$ cat src/rtl/core/differential_steering_turn_mode_core_assert.svh
// Assertion macros for the steering core
`ifndef DIFFERENTIAL_STEERING_TURN_MODE_CORE_ASSERT_SVH
`define DIFFERENTIAL_STEERING_TURN_MODE_CORE_ASSERT_SVH
// Implication checked on every rising clock edge outside reset
`define DST_ASSERT_IMP(lbl, clk, rstn, ante, cons) \
  lbl: assert property (@(posedge clk) disable iff (!rstn) (ante) |-> (cons)) \
    else $error("assertion failed");
// Next-cycle implication
`define DST_ASSERT_NXT(lbl, clk, rstn, ante, cons) \
  lbl: assert property (@(posedge clk) disable iff (!rstn) (ante) |=> (cons)) \
    else $error("assertion failed");
`endif

$ cat src/rtl/core/dstm_pkg.sv
// ----------------------------------------------------------------------------
// dstm_pkg
// Shared types and constants of the differential steering core.
// ----------------------------------------------------------------------------
package dstm_pkg;
  localparam int AngleIterations = 16;
  localparam int IterW = 5;
  localparam logic signed [15:0] HalfPiQ13 = 16'sd12868;
  localparam logic signed [15:0] PiQ13 = 16'sd25736;

  // Register indexes
  localparam logic [1:0] RegNoTurn = 2'd0;
  localparam logic [1:0] RegSoft = 2'd1;
  localparam logic [1:0] RegHard = 2'd2;
  localparam logic [1:0] RegMaxSpeed = 2'd3;

  typedef enum logic [1:0] {
    ModeNone = 2'd0,
    ModeSoft = 2'd1,
    ModeHard = 2'd2
  } mode_e;

  typedef enum logic [2:0] {
    StIdle, StCordic, StSqrt, StDiv, StDone
  } state_e;

  // arctan(2^-i) in unsigned Q0.13
  function automatic logic [12:0] atan_q13(input logic [IterW-1:0] i);
    logic [12:0] r;
    unique case (i)
      5'd0: r = 13'd6434;
      5'd1: r = 13'd3798;
      5'd2: r = 13'd2007;
      5'd3: r = 13'd1019;
      5'd4: r = 13'd511;
      5'd5: r = 13'd256;
      5'd6: r = 13'd128;
      5'd7: r = 13'd64;
      5'd8: r = 13'd32;
      5'd9: r = 13'd16;
      5'd10: r = 13'd8;
      5'd11: r = 13'd4;
      5'd12: r = 13'd2;
      5'd13: r = 13'd1;
      5'd14: r = 13'd1;
      default: r = 13'd0;
    endcase
    return r;
  endfunction
endpackage

$ cat src/rtl/core/dstm_if.sv
// ----------------------------------------------------------------------------
// dstm_in_if / dstm_out_if
// Valid/ready channels for heading items and speed items.
// ----------------------------------------------------------------------------
interface dstm_in_if;
  logic valid;
  logic ready;
  logic signed [15:0] heading_x;
  logic signed [15:0] heading_y;
  modport source (output valid, heading_x, heading_y, input ready);
  modport sink (input valid, heading_x, heading_y, output ready);
endinterface

interface dstm_out_if;
  logic valid;
  logic ready;
  logic signed [16:0] left_speed;
  logic signed [16:0] right_speed;
  logic [1:0] turn_mode;
  logic mode_entered;
  modport source (output valid, left_speed, right_speed, turn_mode, mode_entered,
                  input ready);
  modport sink (input valid, left_speed, right_speed, turn_mode, mode_entered,
                output ready);
endinterface

$ cat src/rtl/core/differential_steering_turn_mode_core.sv
// ----------------------------------------------------------------------------
// differential_steering_turn_mode_core
// Heading vector to wheel speeds with a hysteretic turn mode.
// ----------------------------------------------------------------------------
// Usage: heading items (x, y, signed Q8.8) enter on in_ch; one speed item
// (left, right, turn mode, mode entered flag) leaves on out_ch per input.
// Threshold and max speed registers are written through cfg_we_i/cfg_idx_i/
// cfg_data_i; the user must write them only while the block is idle, which
// the block itself does not enforce. Each item runs the CORDIC iterations
// (one shared add/shift unit), the square root steps (one shared compare/
// subtract unit), a mode update and setup step, the restoring division
// steps and a finalize step; the result enters the output register on
// leaving finalize. in_ch.ready is high only in idle, which is entered with
// the result, so a new item is taken only after the last has left finalize.
// Reset clears the registers to their defaults and the turn mode to no turn.
// If the receiver stalls, the result waits in the output register; the next
// item is still accepted and computed, then holds in finalize until the
// waiting result is taken, and the input stays blocked meanwhile.
module differential_steering_turn_mode_core (
  input  logic        clk_i,
  input  logic        rst_ni,
  input  logic        cfg_we_i,
  input  logic [1:0]  cfg_idx_i,
  input  logic [14:0] cfg_data_i,
  dstm_in_if.sink     in_ch,
  dstm_out_if.source  out_ch
);
  dstm_pkg::state_e state_q, state_d;
  logic [14:0] no_q, soft_q, hard_q, max_q;
  dstm_pkg::mode_e mode_q, mode_d;
  logic [4:0] cnt_q, cnt_d;
  // CORDIC
  logic signed [18:0] x_q, x_d, y_q, y_d;
  logic signed [16:0] z_q, z_d;
  logic signed [15:0] ang_q, ang_d;
  // square root
  logic [31:0] v_q, v_d, r_q, r_d, bit_q, bit_d;
  // division
  logic [14:0] base_q, base_d;
  logic [29:0] num_q, num_d;
  logic [15:0] rem_q, rem_d;
  logic entered_q, entered_d;
  logic signed [16:0] lo_q, lo_d, hi_q, hi_d;

  // Config writes
  always_ff @(posedge clk_i or negedge rst_ni) begin
    if (!rst_ni) begin
      no_q <= 15'd1789; soft_q <= 15'd5718; hard_q <= 15'd8579; max_q <= 15'd2560;
    end else if (cfg_we_i) begin
      unique case (cfg_idx_i)
        dstm_pkg::RegNoTurn: no_q <= cfg_data_i;
        dstm_pkg::RegSoft: soft_q <= cfg_data_i;
        dstm_pkg::RegHard: hard_q <= cfg_data_i;
        dstm_pkg::RegMaxSpeed: max_q <= cfg_data_i;
        default: ;
      endcase
    end
  end

  logic signed [18:0] sx, sy;
  logic signed [16:0] zc;
  logic [31:0] sum, len_sq;
  logic [15:0] len, rem_sh;
  logic [15:0] abs_z;
  logic [14:0] base_c;
  dstm_pkg::mode_e nm;
  logic signed [16:0] dlt;

  always_comb begin
    state_d = state_q; cnt_d = cnt_q; mode_d = mode_q;
    x_d = x_q; y_d = y_q; z_d = z_q; ang_d = ang_q;
    v_d = v_q; r_d = r_q; bit_d = bit_q;
    base_d = base_q; num_d = num_q; rem_d = rem_q;
    entered_d = entered_q; lo_d = lo_q; hi_d = hi_q;
    sx = x_q >>> cnt_q; sy = y_q >>> cnt_q;
    sum = r_q + bit_q;
    zc = (z_q > 17'(dstm_pkg::PiQ13)) ? 17'(dstm_pkg::PiQ13)
       : (z_q < -17'(dstm_pkg::PiQ13)) ? -17'(dstm_pkg::PiQ13) : z_q;
    abs_z = zc[16] ? 16'(-zc) : 16'(zc);
    len = r_q[15:0];
    base_c = (len < {1'b0, max_q}) ? len[14:0] : max_q;
    rem_sh = {rem_q[14:0], num_q[29]};
    len_sq = 32'(in_ch.heading_x * in_ch.heading_x)
           + 32'(in_ch.heading_y * in_ch.heading_y);
    nm = mode_q; dlt = '0;
    unique case (state_q)
      dstm_pkg::StIdle: if (in_ch.valid) begin
        // prerotate into the right half plane
        x_d = 19'(in_ch.heading_x); y_d = 19'(in_ch.heading_y); z_d = '0;
        if (in_ch.heading_x < 0) begin
          if (in_ch.heading_y >= 0) begin
            x_d = 19'(in_ch.heading_y); y_d = -19'(in_ch.heading_x);
            z_d = 17'(dstm_pkg::HalfPiQ13);
          end else begin
            x_d = -19'(in_ch.heading_y); y_d = 19'(in_ch.heading_x);
            z_d = -17'(dstm_pkg::HalfPiQ13);
          end
        end
        if (in_ch.heading_x == 0 && in_ch.heading_y == 0) z_d = '0;
        v_d = len_sq; r_d = '0; bit_d = 32'h4000_0000;
        cnt_d = '0; state_d = dstm_pkg::StCordic;
      end
      dstm_pkg::StCordic: begin
        if (x_q == 0 && y_q == 0) begin
          // zero vector: angle stays zero
        end else if (y_q >= 0) begin
          x_d = x_q + sy; y_d = y_q - sx; z_d = z_q + 17'(dstm_pkg::atan_q13(cnt_q));
        end else begin
          x_d = x_q - sy; y_d = y_q + sx; z_d = z_q - 17'(dstm_pkg::atan_q13(cnt_q));
        end
        cnt_d = cnt_q + 5'd1;
        if (cnt_q == 5'(dstm_pkg::AngleIterations - 1)) begin
          cnt_d = '0; state_d = dstm_pkg::StSqrt;
        end
      end
      dstm_pkg::StSqrt: begin
        // one bit of the integer square root per cycle
        if (v_q >= sum) begin
          v_d = v_q - sum; r_d = (r_q >> 1) + bit_q;
        end else r_d = r_q >> 1;
        bit_d = bit_q >> 2;
        cnt_d = cnt_q + 5'd1;
        if (cnt_q == 5'd15) begin
          cnt_d = '0; state_d = dstm_pkg::StDiv;
          ang_d = 16'(zc);
        end
      end
      dstm_pkg::StDiv: begin
        if (cnt_q == 5'd0) begin
          // mode update and setup of base*|angle| / hard
          base_d = base_c;
          if (abs_z <= {1'b0, no_q}) nm = dstm_pkg::ModeNone;
          else if (abs_z > {1'b0, hard_q}) nm = dstm_pkg::ModeHard;
          else if (abs_z > {1'b0, soft_q} && mode_q == dstm_pkg::ModeNone)
            nm = dstm_pkg::ModeSoft;
          entered_d = (nm != dstm_pkg::ModeNone) && (nm != mode_q);
          mode_d = nm;
          num_d = 30'(base_c * abs_z[14:0]); rem_d = '0;
          cnt_d = 5'd1;
        end else begin
          if (rem_sh >= {1'b0, hard_q}) begin
            rem_d = rem_sh - {1'b0, hard_q}; num_d = {num_q[28:0], 1'b1};
          end else begin
            rem_d = rem_sh; num_d = {num_q[28:0], 1'b0};
          end
          cnt_d = cnt_q + 5'd1;
          if (cnt_q == 5'd30) state_d = dstm_pkg::StDone;
        end
      end
      dstm_pkg::StDone: begin
        // quotient fits in 15 bits since |angle| <= hard in soft turn
        if (hard_q == '0) dlt = 17'(base_q);
        else dlt = num_q[29:0] > 30'h7FFF ? 17'h7FFF : 17'(num_q[14:0]);
        unique case (mode_q)
          dstm_pkg::ModeSoft: begin lo_d = 17'(base_q) - dlt; hi_d = 17'(base_q) + dlt; end
          dstm_pkg::ModeHard: begin lo_d = -17'(max_q); hi_d = 17'(max_q); end
          default: begin lo_d = 17'(base_q); hi_d = 17'(base_q); end
        endcase
        if (!out_ch.valid || out_ch.ready) state_d = dstm_pkg::StIdle;
        else begin lo_d = lo_q; hi_d = hi_q; end
      end
      default: state_d = dstm_pkg::StIdle;
    endcase
  end

  logic ov_q;
  logic signed [15:0] oang_q;
  logic [1:0] omode_q;
  logic oent_q;

  always_ff @(posedge clk_i or negedge rst_ni) begin
    if (!rst_ni) begin
      state_q <= dstm_pkg::StIdle; mode_q <= dstm_pkg::ModeNone; cnt_q <= '0;
      ov_q <= 1'b0;
    end else begin
      state_q <= state_d; mode_q <= mode_d; cnt_q <= cnt_d;
      if (state_q == dstm_pkg::StDone && (!ov_q || out_ch.ready)) ov_q <= 1'b1;
      else if (out_ch.ready) ov_q <= 1'b0;
    end
  end

  always_ff @(posedge clk_i) begin
    x_q <= x_d; y_q <= y_d; z_q <= z_d; ang_q <= ang_d;
    v_q <= v_d; r_q <= r_d; bit_q <= bit_d;
    base_q <= base_d; num_q <= num_d; rem_q <= rem_d;
    entered_q <= entered_d; lo_q <= lo_d; hi_q <= hi_d;
    if (state_q == dstm_pkg::StDone && (!ov_q || out_ch.ready)) begin
      oang_q <= ang_q; omode_q <= mode_q; oent_q <= entered_q;
    end
  end

  assign in_ch.ready = (state_q == dstm_pkg::StIdle);
  assign out_ch.valid = ov_q;
  assign out_ch.left_speed = (oang_q > 0) ? lo_q : hi_q;
  assign out_ch.right_speed = (oang_q > 0) ? hi_q : lo_q;
  assign out_ch.turn_mode = omode_q;
  assign out_ch.mode_entered = oent_q;

`include "differential_steering_turn_mode_core_assert.svh"
  `DST_ASSERT_IMP(a_ready_idle, clk_i, rst_ni, in_ch.ready, !(state_q == dstm_pkg::StDone))
  `DST_ASSERT_IMP(a_mode_ok, clk_i, rst_ni, 1'b1, mode_q != 2'd3)
  `DST_ASSERT_NXT(a_accept_starts, clk_i, rst_ni, in_ch.valid && in_ch.ready,
                  state_q == dstm_pkg::StCordic)
endmodule
$ cat src/flat_wrapper.sv
// flat-port wrapper written by rule: the top's interface ports become plain ports
module differential_steering_turn_mode_core_flat 
  (clk_i, rst_ni, cfg_we_i, cfg_idx_i, cfg_data_i, in_ch_valid, in_ch_heading_x, in_ch_heading_y, in_ch_ready, out_ch_valid, out_ch_left_speed, out_ch_right_speed, out_ch_turn_mode, out_ch_mode_entered, out_ch_ready);
  dstm_in_if in_ch_i ();
  dstm_out_if out_ch_i ();
  input  logic clk_i;
  input  logic rst_ni;
  input  logic cfg_we_i;
  input  logic [1:0] cfg_idx_i;
  input  logic [14:0] cfg_data_i;
  input wire logic [$bits(in_ch_i.valid)-1:0] in_ch_valid;
  input wire logic [$bits(in_ch_i.heading_x)-1:0] in_ch_heading_x;
  input wire logic [$bits(in_ch_i.heading_y)-1:0] in_ch_heading_y;
  output wire logic [$bits(in_ch_i.ready)-1:0] in_ch_ready;
  output wire logic [$bits(out_ch_i.valid)-1:0] out_ch_valid;
  output wire logic [$bits(out_ch_i.left_speed)-1:0] out_ch_left_speed;
  output wire logic [$bits(out_ch_i.right_speed)-1:0] out_ch_right_speed;
  output wire logic [$bits(out_ch_i.turn_mode)-1:0] out_ch_turn_mode;
  output wire logic [$bits(out_ch_i.mode_entered)-1:0] out_ch_mode_entered;
  input wire logic [$bits(out_ch_i.ready)-1:0] out_ch_ready;
  assign in_ch_i.valid = in_ch_valid;
  assign in_ch_i.heading_x = in_ch_heading_x;
  assign in_ch_i.heading_y = in_ch_heading_y;
  assign in_ch_ready = in_ch_i.ready;
  assign out_ch_valid = out_ch_i.valid;
  assign out_ch_left_speed = out_ch_i.left_speed;
  assign out_ch_right_speed = out_ch_i.right_speed;
  assign out_ch_turn_mode = out_ch_i.turn_mode;
  assign out_ch_mode_entered = out_ch_i.mode_entered;
  assign out_ch_i.ready = out_ch_ready;
  differential_steering_turn_mode_core u_core (.clk_i(clk_i), .rst_ni(rst_ni), .cfg_we_i(cfg_we_i), .cfg_idx_i(cfg_idx_i), .cfg_data_i(cfg_data_i), .in_ch(in_ch_i), .out_ch(out_ch_i));
endmodule
$ cat config.mk
export PLATFORM = sky130hd
export DESIGN_NAME = differential_steering_turn_mode_core_flat
export DESIGN_NICKNAME = d
export VERILOG_FILES = /design/src/rtl/core/dstm_pkg.sv /design/src/rtl/core/dstm_if.sv /design/src/rtl/core/differential_steering_turn_mode_core.sv /design/src/flat_wrapper.sv
export VERILOG_INCLUDE_DIRS = /design/src /design/src/rtl/core
export SDC_FILE = /design/constraint.sdc
export NUM_CORES = 2
export LEC_CHECK = 0
export BUFFER_PORTS_ARGS = -buffer_cell sky130_fd_sc_hd__buf_4
export CAP_MARGIN = 10
export CORE_ASPECT_RATIO = 0.75
export CORE_MARGIN = 2
export CORE_UTILIZATION = 33
export DETAILED_ROUTE_END_ITERATION = 16
export SLEW_MARGIN = 0
export SYNTH_ARGS = -nofsm -noshare
export SYNTH_HDL_FRONTEND = slang
export SYNTH_SLANG_ARGS = --single-unit
$ cat constraint.sdc
create_clock -name clk_i -period 13.8 [get_ports clk_i]
set_input_delay 2.07 -clock clk_i [delete_from_list [all_inputs] [get_ports clk_i]]
set_output_delay 2.07 -clock clk_i [all_outputs]
set_load 0.01 [all_outputs]
Word-level counts from Yosys, hierarchy flattened
Memory sizes are Yosys's and may differ from the RTL's.
Index checks and enable logic that the tools add are counted.

storage, ports and cells
  logic and storage cells = 183
  latch bits = 0
  RAM bits = 0
  memories kept = 2
  output and inout bits = 39
  bits in registers = 352
  input port bits = 54
  memory bits (read-only) = 416

memories
  name             words  width  rd ports  clocked after memory_dff  write ports  RTL line        RTL
  (no name shown)  16     13     1         0                         0            dstm_pkg.sv:30  unique case (i)
  (no name shown)  16     13     1         0                         0            dstm_pkg.sv:30

cells by class
  multiplexer cells = 67
  bitwise operators = 0
  reductions and logical operators = 34
  shifts and indexed selects = 2
  $mul = 3
  $add $sub $neg = 18
  equal/unequal tests = 20
  magnitude comparators = 13
  div/mod/pow operators = 0

operators by type and width
  cell                    count
  $mux W17                12
  $pmux W32 S2            3
  $mux W19                10
  $mux W32                5
  $logic_not A32 Y1       4
  $mux W13                8
  $pmux W17 S2            3
  $pmux W19 S2            2
  $add A32 B32 Y32        2
  $mul A16 B16 Y32        2
  $mux W15                3
  $add A19 B19 Y19        2
  $neg A16 Y19            2
  $sshr A19 B5 Y19        2
  $sub A19 B19 Y19        2
  $add A31 B32 Y32        1
  $ge A32 B32 Y1          1
  $gt A16 B15 Y1          2
  $sub A32 B32 Y32        1
  $gt A30 B15 Y1 const B  1
  $mul A15 B15 Y30        1
  $mux W30                1
  $ge A19 B1 Y1 const B   1
  $mux W3                 6
  45 further kinds        80

Logic depth before layout (Yosys ltp)
  word-level depth = 14
  depth in mapped cells = 41
  gate-level depth less buffers = 39

Worst setup path before layout
Ideal clock, no wire load.

  path kind = input to register
  from = input in_ch_heading_x[7]
  to = register u_core.v_q[30], data pin
  data arrival time = 9397 ps
  path buffers = 2
  slack = 4266 ps
  cell stages on the path = 25
  required time = 13663 ps
  cells stage by stage = clkbuf_1 clkbuf_1 nand2_1 inv_1 fa_1 fa_1 inv_1 fa_1 fa_1 fa_1 fa_1 inv_1 fa_1 fa_1 ha_1 or3_1 or3_1 o211a_1 a2111oi_0 nor3_1 a41o_1 o21a_1 o21a_1 or4_1 nand4_1

on the way
  longest elaborated chain between the ends = 4

ends and longest elaborated chain
  element               RTL line                                     RTL
  from (decl)           flat_wrapper.sv:12                           input wire logic [$bits(in_ch_i.heading_x)-1:0] in_ch_heading_x;
  $mul A16 B16 Y32      differential_steering_turn_mode_core.sv:83   len_sq = 32'(in_ch.heading_x * in_ch.heading_x)
  $add A32 B32 Y32      differential_steering_turn_mode_core.sv:84   + 32'(in_ch.heading_y * in_ch.heading_y);
  $mux W32              differential_steering_turn_mode_core.sv:87   dstm_pkg::StIdle: if (in_ch.valid) begin
  $pmux W32 S2          differential_steering_turn_mode_core.sv:86   unique case (state_q)
  via u_core.v_d[30]    differential_steering_turn_mode_core.sv:37   logic [31:0] v_q, v_d, r_q, r_d, bit_q, bit_d;
  to (signal assigned)  differential_steering_turn_mode_core.sv:184  v_q <= v_d; r_q <= r_d; bit_q <= bit_d;
  to (decl)             differential_steering_turn_mode_core.sv:37

The timed path passes the listed nets, and every way through them passes these cells. The select of a mux whose other input is x is not followed.
A chain may end at the register's enable or synchronous reset.

Worst setup path in the final report
  from = register u_core.z_q[6]
  to = register u_core.num_q[26], data pin

on the way
  longest elaborated chain between the ends = 7

ends and longest elaborated chain
  element                 RTL line                                     RTL
  from (decl)             differential_steering_turn_mode_core.sv:34   logic signed [16:0] z_q, z_d;
  from (signal assigned)  differential_steering_turn_mode_core.sv:183  x_q <= x_d; y_q <= y_d; z_q <= z_d; ang_q <= ang_d;
  $lt A17 B16 Y1          differential_steering_turn_mode_core.sv:78   : (z_q < -17'(dstm_pkg::PiQ13)) ? -17'(dstm_pkg::PiQ13) : z_q;
  $mux W17                differential_steering_turn_mode_core.sv:78
  $mux W17 (*)            differential_steering_turn_mode_core.sv:77   zc = (z_q > 17'(dstm_pkg::PiQ13)) ? 17'(dstm_pkg::PiQ13)
  $neg A16 Y16            differential_steering_turn_mode_core.sv:79   abs_z = zc[16] ? 16'(-zc) : 16'(zc);
  $mux W16 (*)            differential_steering_turn_mode_core.sv:79
  $mul A15 B15 Y30 (*)    differential_steering_turn_mode_core.sv:138  num_d = 30'(base_c * abs_z[14:0]); rem_d = '0;
  $mux W30 (*)            differential_steering_turn_mode_core.sv:129  if (cnt_q == 5'd0) begin
  to (signal assigned)    differential_steering_turn_mode_core.sv:185  base_q <= base_d; num_q <= num_d; rem_q <= rem_d;
  to (decl)               differential_steering_turn_mode_core.sv:40   logic [29:0] num_q, num_d;

Mark *: on every way between the ends. The rest lies on a longest branch, timed or not.

==> metrics <==
status finished clean; Seq/Total Area, Yosys 0.186; worst clock skew 0.0464 ns; worst slew pin tran 1.05 ns; Post-synth EDFFs 264; count of final hold-check violations 0; Site Rows 126; core area 157000 sq um; # DRC 0; setup TNS 0 ns; count of final setup violators 0; clk sinks 335; synth warn 0; Post-CTS Resized 0; grt peak-use layer met2; Final GP Congestion 0.925; Max stage delay on crit path 0.81 ns; vias per cell 5.17; ys async rst share 0.212; most numerous cell on the critical path fa_1; most common flop cell mapped by yosys edfxtp_1; signal arrival time at the worst endpoint 11.31 ns; max frequency 0.0910 GHz; Skew-Pair Late Insertion Delay 0.62 ns; # Post-CTS Setup Buffers 0; global-route usage over all layers 0.189; total wire length 153 mm; Clock Pin Slew Worst Setup and Hold Paths 0.06 ns; post-DP HPWL 120 mm; clk buf depth 3; grt total ovfl 0; CTS buffer count 42; Die H 349 microns; Final ANT Viol Nets 0; worst hold slack 0.418 ns; Critical Path Start Type register; met1 Usage GRT 0.272; most common cell after layout, fill and taps aside inv_1; Syn-to-layout area delta 8.45%; largest net degree at the start of global routing 80; Syn Nets 6877; synthesized flop and latch total 335; Vias 40200; hold-fix buffers at CTS 0; PortBufs 92; met3 usage 0.0316; H-tree levels 2; fin cells 7769; I/O pin cnt 93; Final nets 6853; drt first-iter violations 3489; Netlist Area Pre-Place 52400 sq um; Placed Cells 7682; WL/cell 19.7 microns; number of max-cap violations 0; CP Class register to register; Die X 464 microns; Slew headroom 0.282; first-pass GRT wire length 240 mm; RSZ-0062 raised after global routing no; CP required 14.12 ns; most frequent cells in the layout 899 x inv_1, 697 x fa_1, 554 x nand2_1; fill count 15900; layout cells sized above 1 0.0733; Worst Hold Class register to register; antenna violations before repair 12; critical-path maximum fanout 25; vias in the first global route 40900; Starting Density 0.333; DIE AREA 162000 sq um; CTS tree built; grt met2 use 0.292; min cycle time layout 10.98 ns; final period utilization 0.796; Netlist cell types 94; Pins Over Slew Limit 0; CTS root buffer clkbuf_16; Syn Inst Count 5639; CP max-delay cell a2111oi_0; DR pass1 iterations 5; syn_area_per_cell 9.29 sq um; crit end category register
[per-stage QoR]
step / instance area, sq um / setup WS [ns] / utilization
5_1_grt: 56800 / 2.00 / 0.361
4_1_cts: 56800 / 2.83 / 0.360
6_report: 56800 / 2.82 / 0.361
3_5_place_dp: 55300 / 2.84 / 0.351
3_3_place_gp: 55300 / 3.09 / 0.351
2_1_floorplan: 52400 / 4.27 / -
[metal layers]
metal / wire, microns / share of wire / vias to the layer above
met4: 3670 / 0.024 / 2
met5: 12 / 0.000079 / -
met1: 70500 / 0.46 / 20000
met3: 11700 / 0.076 / 190
li1: - / - / 18600
met2: 67000 / 0.44 / 1353
[registers in the layout, summed over array words and instances (netlist names), 2 cells and up]
signal and cells:
u_core.cnt_q 5, u_core.no_q 15, u_core.lo_q 17, u_core.v_q 32, u_core.base_q 15, u_core.z_q 17
u_core.ang_q 16, u_core.mode_q 2, u_core.r_q 32, u_core.num_q 30, u_core.soft_q 15, u_core.rem_q 15
u_core.max_q 15, u_core.state_q 3, u_core.out_ch.turn_mode 2, u_core.hard_q 15, u_core.oang_q 16, u_core.bit_q 16
u_core.hi_q 16, u_core.x_q 19, u_core.y_q 19
[area by class of cell]
cell class / count / area, sq um / area share
multi-input cells: 4165 / 38400 / 0.676
clock inverters: 17 / 260 / 0.00458
repair buffers: 142 / 1090 / 0.0191
well taps: 2112 / 2640 / 0.0465
clock buffers: 61 / 1190 / 0.0210
inverters: 929 / 3490 / 0.0614
diodes: 8 / 20.0 / 0.000352
flip-flops and latches: 335 / 9740 / 0.171
[worst paths after layout]
| kind | start | to | slack, ns | depth (start not counted) |
|---|---|---|---|---|
| setup / recovery | u_core.z_q[6] | u_core.num_q[26] | 2.82 | 35 |
| setup reg to reg | u_core.z_q[6] | u_core.num_q[26] | 2.82 | 35 |
| hold reg to reg | u_core.ang_q[15] | u_core.oang_q[15] | 0.42 | 0 |
| max in group asynchronous | rst_ni | u_core.cnt_q[1] | 11.40 | 2 |
| min in group asynchronous | rst_ni | u_core.hard_q[14] | 1.39 | 1 |
| hold / removal | u_core.ang_q[15] | u_core.oang_q[15] | 0.42 | 0 |
[synth_stat cells (47+ instances only)]
cell / number / area (sq um)
inv_1: 900 / 3380
xor2_1: 120 / 1050
ha_1: 487 / 6090
nor2_1: 422 / 1580
nor3_1: 77 / 385
dfrtp_1: 48 / 1200
mux2_2: 94 / 1060
o21ai_0: 276 / 1380
nor2b_1: 58 / 363
clkbuf_1: 174 / 653
nand3_1: 63 / 315
mux2i_1: 73 / 731
a21oi_1: 231 / 1160
nand2_1: 555 / 2080
nand2b_1: 56 / 350
xnor2_1: 191 / 1670
a21o_1: 71 / 533
a31oi_1: 47 / 294
fa_1: 697 / 14000
and2_1: 113 / 707
edfxtp_1: 264 / 7930
[critical path, delay by kind of cell, from the launching register on]
kind                     cells  cell delay (ns)
AND/OR/NAND/NOR             10             2.17
XOR/XNOR                     1             0.14
AO/OA/AOI/OAI               11             3.22
flip-flops                   1             0.51
buffers and inverters        4             0.63
adder cells (fa/ha/maj)      9             4.04
[cells by family (layout without fill, tap and decap cells)]
kind of cell | count (synthesis) | count (layout) | synth area share
compound gates | 934 | 934 | 0.113
other cells | 0 | 8 | 0
mux | 204 | 204 | 0.0494
simple gates | 1531 | 1531 | 0.134
xor+xnor | 312 | 312 | 0.0524
buf+inv | 1139 | 1149 | 0.0828
flops | 335 | 335 | 0.186
fa+ha+maj | 1184 | 1184 | 0.383
Power is not shown: default switching activity piles up to over one toggle a cycle in this logic, so the estimate is an artifact.
